[config.mk]
export PLATFORM = sky130hd
export DESIGN_NAME = pid_controller_pos_incr_core_flat
export DESIGN_NICKNAME = d
export VERILOG_FILES = /design/src/rtl/pidpi_pkg.sv /design/src/rtl/pidpi_channels_if.sv /design/src/rtl/pidpi_csr.sv /design/src/rtl/pidpi_loop.sv /design/src/rtl/pid_controller_pos_incr_core.sv /design/src/flat_wrapper.sv
export VERILOG_INCLUDE_DIRS = /design/src /design/src/rtl
export SDC_FILE = /design/constraint.sdc
export NUM_CORES = 2
export LEC_CHECK = 0
export ABC_AREA = 1
export BUFFER_PORTS_ARGS = -buffer_cell sky130_fd_sc_hd__buf_2
export CAP_MARGIN = 20
export CORE_MARGIN = 2
export CORE_UTILIZATION = 40
export DETAILED_ROUTE_END_ITERATION = 16
export PLACE_DENSITY_LB_ADDON = 0.08
export SYNTH_ARGS = -nofsm -noshare
export SYNTH_HDL_FRONTEND = slang
export SYNTH_SLANG_ARGS = --single-unit
[constraint.sdc]
create_clock -name clock -period 19.6 [get_ports clock]
set_input_delay 3.92 -clock clock [delete_from_list [all_inputs] [get_ports clock]]
set_output_delay 3.92 -clock clock [all_outputs]
set_load 0.01 [all_outputs]
[src/rtl/pid_controller_pos_incr_core_assert.svh]
// Assertion helpers used by the core RTL file. Each macro expects signals
// named clock and reset in the scope where it is used.
`ifndef PID_CONTROLLER_POS_INCR_CORE_ASSERT_SVH
`define PID_CONTROLLER_POS_INCR_CORE_ASSERT_SVH

// Same-cycle implication.
`define PIDPI_ASSERT_NOW(label, ante, cons, msg) \
   label: assert property (@(posedge clock) disable iff (reset) (ante) |-> (cons)) \
      else $error(msg);

// Next-cycle implication.
`define PIDPI_ASSERT_NEXT(label, ante, cons, msg) \
   label: assert property (@(posedge clock) disable iff (reset) (ante) |=> (cons)) \
      else $error(msg);

`endif

[src/rtl/pidpi_pkg.sv]
package pidpi_pkg;

   localparam int unsigned SampleWidth  = 16;
   localparam int unsigned ErrWidth     = 17;
   localparam int unsigned GainWidth    = 16;
   localparam int unsigned LimitWidth   = 24;
   localparam int unsigned IntegWidth   = 26;
   localparam int unsigned DriveWidth   = 16;
   localparam int unsigned OperandWidth = 26;
   localparam int unsigned ProductWidth = GainWidth + 1 + OperandWidth;
   localparam int unsigned AccWidth     = 40;
   localparam int unsigned QShift       = 8;

   localparam int unsigned CsrIndexWidth = 3;
   localparam int unsigned CsrDataWidth  = 24;

   localparam logic [CsrIndexWidth-1:0] CSR_GAIN_P         = 3'd0;
   localparam logic [CsrIndexWidth-1:0] CSR_GAIN_I         = 3'd1;
   localparam logic [CsrIndexWidth-1:0] CSR_GAIN_D         = 3'd2;
   localparam logic [CsrIndexWidth-1:0] CSR_DRIVE_MIN      = 3'd3;
   localparam logic [CsrIndexWidth-1:0] CSR_DRIVE_MAX      = 3'd4;
   localparam logic [CsrIndexWidth-1:0] CSR_INTEGRAL_LIMIT = 3'd5;
   localparam logic [CsrIndexWidth-1:0] CSR_LOOP_FORM      = 3'd6;

   localparam logic FORM_POSITIONAL  = 1'b0;
   localparam logic FORM_INCREMENTAL = 1'b1;

   localparam logic [GainWidth-1:0]         GainPReset     = 16'd256;
   localparam logic [GainWidth-1:0]         GainIReset     = 16'd0;
   localparam logic [GainWidth-1:0]         GainDReset     = 16'd0;
   localparam logic signed [DriveWidth-1:0] DriveMinReset  = -16'sd32768;
   localparam logic signed [DriveWidth-1:0] DriveMaxReset  = 16'sd32767;
   localparam logic [LimitWidth-1:0]        IntegLimReset  = 24'd1048576;

   typedef struct packed {
      logic [GainWidth-1:0]         gain_p;
      logic [GainWidth-1:0]         gain_i;
      logic [GainWidth-1:0]         gain_d;
      logic signed [DriveWidth-1:0] drive_min;
      logic signed [DriveWidth-1:0] drive_max;
      logic [LimitWidth-1:0]        integral_limit;
      logic                         loop_form;
   } cfg_type;

   // Gain times operand, then an arithmetic shift, which floors the result.
   function automatic logic signed [AccWidth-1:0] qterm(
      input logic [GainWidth-1:0]           gain,
      input logic signed [OperandWidth-1:0] operand
   );
      logic signed [GainWidth:0]       gain_s;
      logic signed [ProductWidth-1:0]  product;
      logic signed [ProductWidth-1:0]  shifted;
      gain_s  = $signed({1'b0, gain});
      product = gain_s * operand;
      shifted = product >>> QShift;
      return shifted[AccWidth-1:0];
   endfunction

endpackage

[src/rtl/pidpi_channels_if.sv]
interface pidpi_req_if;
   logic                                    valid;
   logic                                    ready;
   logic signed [pidpi_pkg::SampleWidth-1:0] setpoint;
   logic signed [pidpi_pkg::SampleWidth-1:0] measured;

   modport source (output valid, output setpoint, output measured, input ready);
   modport sink   (input valid, input setpoint, input measured, output ready);
endinterface

interface pidpi_rsp_if;
   logic                                    valid;
   logic                                    ready;
   logic signed [pidpi_pkg::DriveWidth-1:0] drive;
   logic                                    clamped;

   modport source (output valid, output drive, output clamped, input ready);
   modport sink   (input valid, input drive, input clamped, output ready);
endinterface

[src/rtl/pidpi_csr.sv]
module pidpi_csr (
   input  logic                               clock,
   input  logic                               reset,
   input  logic                               csr_wr_en,
   input  logic [pidpi_pkg::CsrIndexWidth-1:0] csr_index,
   input  logic [pidpi_pkg::CsrDataWidth-1:0]  csr_wdata,
   output pidpi_pkg::cfg_type                 cfg
);
   import pidpi_pkg::*;

   cfg_type cfg_ff;
   cfg_type cfg_in;

   always_comb begin
      cfg_in = cfg_ff;
      if (csr_wr_en) begin
         unique case (csr_index)
            CSR_GAIN_P:         cfg_in.gain_p         = csr_wdata[GainWidth-1:0];
            CSR_GAIN_I:         cfg_in.gain_i         = csr_wdata[GainWidth-1:0];
            CSR_GAIN_D:         cfg_in.gain_d         = csr_wdata[GainWidth-1:0];
            CSR_DRIVE_MIN:      cfg_in.drive_min      = $signed(csr_wdata[DriveWidth-1:0]);
            CSR_DRIVE_MAX:      cfg_in.drive_max      = $signed(csr_wdata[DriveWidth-1:0]);
            CSR_INTEGRAL_LIMIT: cfg_in.integral_limit = csr_wdata[LimitWidth-1:0];
            CSR_LOOP_FORM:      cfg_in.loop_form      = csr_wdata[0];
            default:            cfg_in                = cfg_ff;
         endcase
      end
   end

   always_ff @(posedge clock) begin
      if (reset) begin
         cfg_ff.gain_p         <= GainPReset;
         cfg_ff.gain_i         <= GainIReset;
         cfg_ff.gain_d         <= GainDReset;
         cfg_ff.drive_min      <= DriveMinReset;
         cfg_ff.drive_max      <= DriveMaxReset;
         cfg_ff.integral_limit <= IntegLimReset;
         cfg_ff.loop_form      <= FORM_POSITIONAL;
      end else begin
         cfg_ff <= cfg_in;
      end
   end

   assign cfg = cfg_ff;

endmodule

[src/rtl/pidpi_loop.sv]
module pidpi_loop (
   input  logic                                   clock,
   input  logic                                   reset,
   input  pidpi_pkg::cfg_type                     cfg,
   input  logic signed [pidpi_pkg::ErrWidth-1:0]   err,
   input  logic                                   advance,
   output logic signed [pidpi_pkg::DriveWidth-1:0] drive_next,
   output logic                                   clamp_next
);
   import pidpi_pkg::*;

   logic signed [ErrWidth-1:0]   err_last_ff, err_last_in;
   logic signed [ErrWidth-1:0]   err_prev_ff, err_prev_in;
   logic signed [IntegWidth-1:0] integ_ff, integ_in;
   logic signed [DriveWidth-1:0] drive_ff;

   logic signed [ErrWidth:0]       diff1;
   logic signed [ErrWidth+1:0]     diff2;
   logic signed [IntegWidth-1:0]   limit_s;
   logic                           integ_inside;
   logic signed [OperandWidth-1:0] op_p, op_i, op_d;
   logic signed [OperandWidth-1:0] err_op;
   logic signed [AccWidth-1:0]     base, acc, above_val;
   logic signed [AccWidth-1:0]     max_ext, min_ext;
   logic                           above, below;
   logic                           incremental;

   assign incremental = (cfg.loop_form == FORM_INCREMENTAL);

   assign err_op = {{(OperandWidth-ErrWidth){err[ErrWidth-1]}}, err};
   assign diff1  = {err[ErrWidth-1], err} - {err_last_ff[ErrWidth-1], err_last_ff};
   assign diff2  = {{2{err[ErrWidth-1]}}, err}
                 - {err_last_ff[ErrWidth-1], err_last_ff, 1'b0}
                 + {{2{err_prev_ff[ErrWidth-1]}}, err_prev_ff};

   // The integral only moves in the positional form, and only while it sits strictly inside the window.
   assign limit_s      = $signed({2'b00, cfg.integral_limit});
   assign integ_inside = (integ_ff > -limit_s) && (integ_ff < limit_s);
   assign integ_in     = (!incremental && integ_inside) ? integ_ff + err_op : integ_ff;

   // Three shared multipliers; the form picks what each one sees.
   assign op_p = incremental ? OperandWidth'(diff1) : err_op;
   assign op_i = incremental ? err_op : integ_in;
   assign op_d = incremental ? OperandWidth'(diff2) : OperandWidth'(diff1);
   assign base = incremental ? AccWidth'(drive_ff) : '0;

   assign acc = base + qterm(cfg.gain_p, op_p) + qterm(cfg.gain_i, op_i)
              + qterm(cfg.gain_d, op_d);

   // Upper bound first, then lower, so the lower bound wins when inverted.
   assign max_ext   = AccWidth'(cfg.drive_max);
   assign min_ext   = AccWidth'(cfg.drive_min);
   assign above     = acc > max_ext;
   assign above_val = above ? max_ext : acc;
   assign below     = above_val < min_ext;

   assign drive_next = below ? cfg.drive_min : above_val[DriveWidth-1:0];
   assign clamp_next = above || below;

   assign err_last_in = err;
   assign err_prev_in = incremental ? err_last_ff : err_prev_ff;

   always_ff @(posedge clock) begin
      if (reset) begin
         err_last_ff <= '0;
         err_prev_ff <= '0;
         integ_ff    <= '0;
         drive_ff    <= '0;
      end else if (advance) begin
         err_last_ff <= err_last_in;
         err_prev_ff <= err_prev_in;
         integ_ff    <= integ_in;
         drive_ff    <= drive_next;
      end
   end

endmodule

[src/rtl/pid_controller_pos_incr_core.sv]
// An accepted word waits in the input register, then moves to the result register.
// Throughput: one word per cycle while the result side is ready; sample registers and
// the controller state all update in one step of the multiply, sum and clamp logic.
// The input register keeps taking words while a result waits, as long as
// the result register is freed in the same cycle.
// Reset (synchronous) clears all controller state and loads the register defaults.
module pid_controller_pos_incr_core (
   input  logic                               clock,
   input  logic                               reset,
   pidpi_req_if.sink                          req_chan,
   pidpi_rsp_if.source                        rsp_chan,
   input  logic                               csr_wr_en,
   input  logic [pidpi_pkg::CsrIndexWidth-1:0] csr_index,
   input  logic [pidpi_pkg::CsrDataWidth-1:0]  csr_wdata
);
   import pidpi_pkg::*;

   `include "pid_controller_pos_incr_core_assert.svh"

   cfg_type cfg;

   logic                         in_valid_ff, in_valid_in;
   logic signed [ErrWidth-1:0]   err_ff, err_in;
   logic                         out_valid_ff, out_valid_in;
   logic signed [DriveWidth-1:0] drive_out_ff;
   logic                         clamp_out_ff;

   logic                         advance;
   logic                         req_take;
   logic signed [DriveWidth-1:0] drive_next;
   logic                         clamp_next;

   pidpi_csr u_csr (
      .clock     (clock),
      .reset     (reset),
      .csr_wr_en (csr_wr_en),
      .csr_index (csr_index),
      .csr_wdata (csr_wdata),
      .cfg       (cfg)
   );

   pidpi_loop u_loop (
      .clock      (clock),
      .reset      (reset),
      .cfg        (cfg),
      .err        (err_ff),
      .advance    (advance),
      .drive_next (drive_next),
      .clamp_next (clamp_next)
   );

   // A sample moves on when the result register is empty or being emptied.
   assign advance  = in_valid_ff && (!out_valid_ff || rsp_chan.ready);
   assign req_take = req_chan.valid && req_chan.ready;
   assign req_chan.ready = !in_valid_ff || advance;

   assign err_in = {req_chan.setpoint[SampleWidth-1], req_chan.setpoint}
                 - {req_chan.measured[SampleWidth-1], req_chan.measured};

   assign in_valid_in  = req_take || (in_valid_ff && !advance);
   assign out_valid_in = advance || (out_valid_ff && !rsp_chan.ready);

   always_ff @(posedge clock) begin
      if (reset) begin
         in_valid_ff  <= 1'b0;
         out_valid_ff <= 1'b0;
      end else begin
         in_valid_ff  <= in_valid_in;
         out_valid_ff <= out_valid_in;
      end
   end

   always_ff @(posedge clock) begin
      if (req_take) begin
         err_ff <= err_in;
      end
      if (advance) begin
         drive_out_ff <= drive_next;
         clamp_out_ff <= clamp_next;
      end
   end

   assign rsp_chan.valid   = out_valid_ff;
   assign rsp_chan.drive   = drive_out_ff;
   assign rsp_chan.clamped = clamp_out_ff;

   `PIDPI_ASSERT_NEXT(a_advance_fills_out, advance, out_valid_ff,
      "result register empty after a sample advanced")
   `PIDPI_ASSERT_NEXT(a_stalled_sample_holds, in_valid_ff && !advance,
      in_valid_ff && $stable(err_ff), "stalled sample was lost or changed")
   `PIDPI_ASSERT_NEXT(a_drive_above_min,
      advance && (cfg.drive_min <= cfg.drive_max),
      drive_out_ff >= $past(cfg.drive_min), "drive below lower limit")
   `PIDPI_ASSERT_NOW(a_no_take_when_full, in_valid_ff && out_valid_ff && !rsp_chan.ready,
      !req_chan.ready, "input accepted while both registers were held")

endmodule

[src/flat_wrapper.sv]
// flat-port wrapper written by rule: the top's interface ports become plain ports
module pid_controller_pos_incr_core_flat import pidpi_pkg::*;
  (clock, reset, csr_wr_en, csr_index, csr_wdata, req_chan_valid, req_chan_setpoint, req_chan_measured, req_chan_ready, rsp_chan_valid, rsp_chan_drive, rsp_chan_clamped, rsp_chan_ready);
  pidpi_req_if req_chan_i ();
  pidpi_rsp_if rsp_chan_i ();
  input  logic clock;
  input  logic reset;
  input  logic csr_wr_en;
  input  logic [pidpi_pkg::CsrIndexWidth-1:0] csr_index;
  input  logic [pidpi_pkg::CsrDataWidth-1:0] csr_wdata;
  input wire logic [$bits(req_chan_i.valid)-1:0] req_chan_valid;
  input wire logic [$bits(req_chan_i.setpoint)-1:0] req_chan_setpoint;
  input wire logic [$bits(req_chan_i.measured)-1:0] req_chan_measured;
  output wire logic [$bits(req_chan_i.ready)-1:0] req_chan_ready;
  output wire logic [$bits(rsp_chan_i.valid)-1:0] rsp_chan_valid;
  output wire logic [$bits(rsp_chan_i.drive)-1:0] rsp_chan_drive;
  output wire logic [$bits(rsp_chan_i.clamped)-1:0] rsp_chan_clamped;
  input wire logic [$bits(rsp_chan_i.ready)-1:0] rsp_chan_ready;
  assign req_chan_i.valid = req_chan_valid;
  assign req_chan_i.setpoint = req_chan_setpoint;
  assign req_chan_i.measured = req_chan_measured;
  assign req_chan_ready = req_chan_i.ready;
  assign rsp_chan_valid = rsp_chan_i.valid;
  assign rsp_chan_drive = rsp_chan_i.drive;
  assign rsp_chan_clamped = rsp_chan_i.clamped;
  assign rsp_chan_i.ready = rsp_chan_ready;
  pid_controller_pos_incr_core u_core (.clock(clock), .reset(reset), .req_chan(req_chan_i), .rsp_chan(rsp_chan_i), .csr_wr_en(csr_wr_en), .csr_index(csr_index), .csr_wdata(csr_wdata));
endmodule
==> summary.md <==
| Metric | Value |
|---|---|
| Clk_lat worst skew | `between 0.6 and 0.7 ns` |
| Clock sinks | `217` |
| RSZ-0062 raised after global routing | `no` |
| Worst-case clock buffer depth | `3` |
| Initial antenna violation count | `14` |
| Slew HR | `roughly a quarter` |
| Cells after synthesis | `7131` |
| Asr flop ratio synth | `0%` |
| Crit path top cell by count | `nand2_1` |
| Worst EP arrival | `18.62 ns` |
| Final setup violating endpoints | `0` |
| Setup_tns | `0 ns` |
| # DRC | `0` |
| CTS tree | `done` |
| Layout cells sized above 1 | `5.38%` |
| Overall Global Routing Usage | `27.2%` |
| Metal2 WL | `roughly 90000 um` |
| Max Cap Viol | `0` |
| Die area | `0.146 mm^2` |
| Status | `finished clean` |
| Mapped Avg Cell Area | `~8.0 um^2` |
| Final wirelength | `~200000 um` |
| M1 WL | `85600 um` |
| Final WS setup | `1.33 ns` |
| WS Path Type | `flip-flop to flip-flop` |
| Mean routed wirelength per cell | `21.5 um` |
| Post-route minimum period | `18.27 ns` |
| Core area | `roughly 0.14 mm^2` |
| Worst Skew | `0.0290 ns` |
| Input/output buffers | `~80` |
| Antenna Violating Nets Remaining | `0` |
| GP Congestion | `0.914` |
| Final worst path period share | `93.2%` |
| Die height | `382 um` |
| Achievable Freq | `0.0547 GHz` |
| Critical Path End Type | `flip-flop` |
| Nature of the critical path startpoint | `flip-flop` |
| First-pass iteration count of the detailed router | `6` |
| CP required | `19.95 ns` |
| Via density | `5.11` |
| DRT iter0 DRCs | `3296` |
| Hold Vio Cnt, Final | `0` |
| Vias in the first global route | `48600` |
| Most common cell after layout, fill and taps aside | `inv_1` |
| Slew @ Worst Pin | `about 1.1 ns` |
| Area Overhead vs Synth | `6.27%` |
| Post-synth EDFFs | `34` |
| Pin count of the biggest net entering global routing | `81` |
| # H-tree levels | `1` |
| Crit path max fanout | `48` |
| Cell Area, Synth | `0.0570 mm^2` |
| I/O pin count | `83` |
| Mapped Nets | `8836` |
| Worst slack, placed | `~0.47 ns` |
| Min-Delay Path Class | `flip-flop to flip-flop` |
| Ys Warns | `0` |
| Global-route wire length before repair | `300000 um` |
| Starting Density | `40.3%` |
| Placement Rows | `around 140` |
| Hpwl dp | `161000 um` |
| DR top layer | `met5` |
| Die Wd | `382 um` |
| Clock root buffer | `clkbuf_16` |
| CP peak stage delay | `0.57 ns` |
| Final Net Count | `8820` |
| Most frequent cells in the layout | `inv_1 (1732), nand2_1 (1124), fa_1 (1110), nor2_1 (668), ha_1 (531)` |
| Top FF cell, synth | `dfxtp_1` |
| Total CTS buffers | `31` |
| Post-synth cell types | `58` |
| Clock slew at reported path FFs | `0.06 ns` |
| Hold buffer count at CTS | `0` |
| Register area share after synthesis | `8.21%` |
| Critical path's slowest cell | `fa_1` |
| Slew Limit Fails | `0` |
| Routed via count | `~46000` |
| Synthesized flop and latch total | `217` |
| Total global routing overflow | `0` |
| Met3 WL | `11500 um` |
-- timing repair --
action | in CTS | in global routing
buffers inserted | 0 | 4
resized for setup | 0 | 15
endpoints found under the setup margin | 0 | 33
-- registers in the layout (all words and copies together) (netlist names) --
name and flops:
u_core.err_ff 17, u_core.in_valid_ff 1, u_core.rsp_chan.clamped 1, u_core.rsp_chan.drive 16, u_core.rsp_chan.valid 1, u_core.u_csr.cfg 105, u_core.u_loop.drive_ff 16, u_core.u_loop.err_last_ff 17
u_core.u_loop.err_prev_ff 17, u_core.u_loop.integ_ff 26
-- through the flow --
stage	hold WS, ns	util [%]	area [um^2]	std cells
final	0.476	42.8	60600	9036
after global routing	0.496	42.8	60600	9032
after CTS	0.481	42.7	60500	9026
after detailed placement	0.473	42.0	59500	8968
after global placement	0.463	42.0	59400	8966
after floorplan	0.443	-	57000	7131
-- cells in the mapped netlist (all sizes together) (36+ instances only) --
cell | count | area (um^2)
inv | 1758 | 6600
nand2 | 1144 | 4360
dfxtp | 183 | 3660
xor2 | 134 | 1170
clkbuf | 154 | 588
buf | 42 | 260
nor2 | 671 | 2520
xnor2 | 78 | 683
nand3 | 163 | 956
o21ai | 360 | 1870
a21oi | 453 | 2320
fa | 1110 | 22200
ha | 531 | 6640
o211ai | 36 | 275
or2 | 62 | 388
-- routing by layer --
metal | vias up | track usage, %
li1 | 21500 | -
met4 | 4 | 8.60
met3 | 261 | 2.65
met1 | 23200 | 37.6
met2 | 1303 | 44.7
met5 | - | 0
-- layout make-up --
class                           count  area [um^2]
Antenna cell                        6         15.0
Clock buffer                       35          801
Clock inverter                     23          246
Fill cell                       14700        81000
Inverter                         1785         6720
Multi-Input combinational cell   4933        44900
Sequential cell                   217         4690
Tap cell                         1890         2360
Timing Repair Buffer              147          906
-- cell families after synthesis --
kind of cell / share of synthesized area (%)
AND/OR/NAND/NOR: 15.2
flip-flops: 8.21
XOR/XNOR: 3.26
buffers and inverters: 13.2
adder cells (fa/ha/maj): 50.6
AO/OA/AOI/OAI: 9.46
multiplexers: 0.0790
-- final timing paths --
check,startpoint,endpoint,slack (ns),cells after the start
max,u_core.u_csr.cfg[2],u_core.rsp_chan.drive[7],1.33,91
min,u_core.in_valid_ff,u_core.rsp_chan.valid,0.48,2
max reg2reg,u_core.u_csr.cfg[2],u_core.rsp_chan.drive[7],1.33,91
min reg2reg,u_core.in_valid_ff,u_core.rsp_chan.valid,0.48,2
-- critical path: cells and delay by family, from the launching register on --
family / cells / cell delay [ns]
buffers and inverters: 13 / 1.49
DFF: 1 / 0.32
and+or+nand+nor: 48 / 7.12
adders and majority gates: 14 / 5.92
AOI/OAI and AO/OA: 13 / 2.59
xor gates and xnor gates: 3 / 0.47
Power is left out: the tool's default activity adds up to more than one toggle a clock period on the data nets, which glitch-free logic cannot reach.
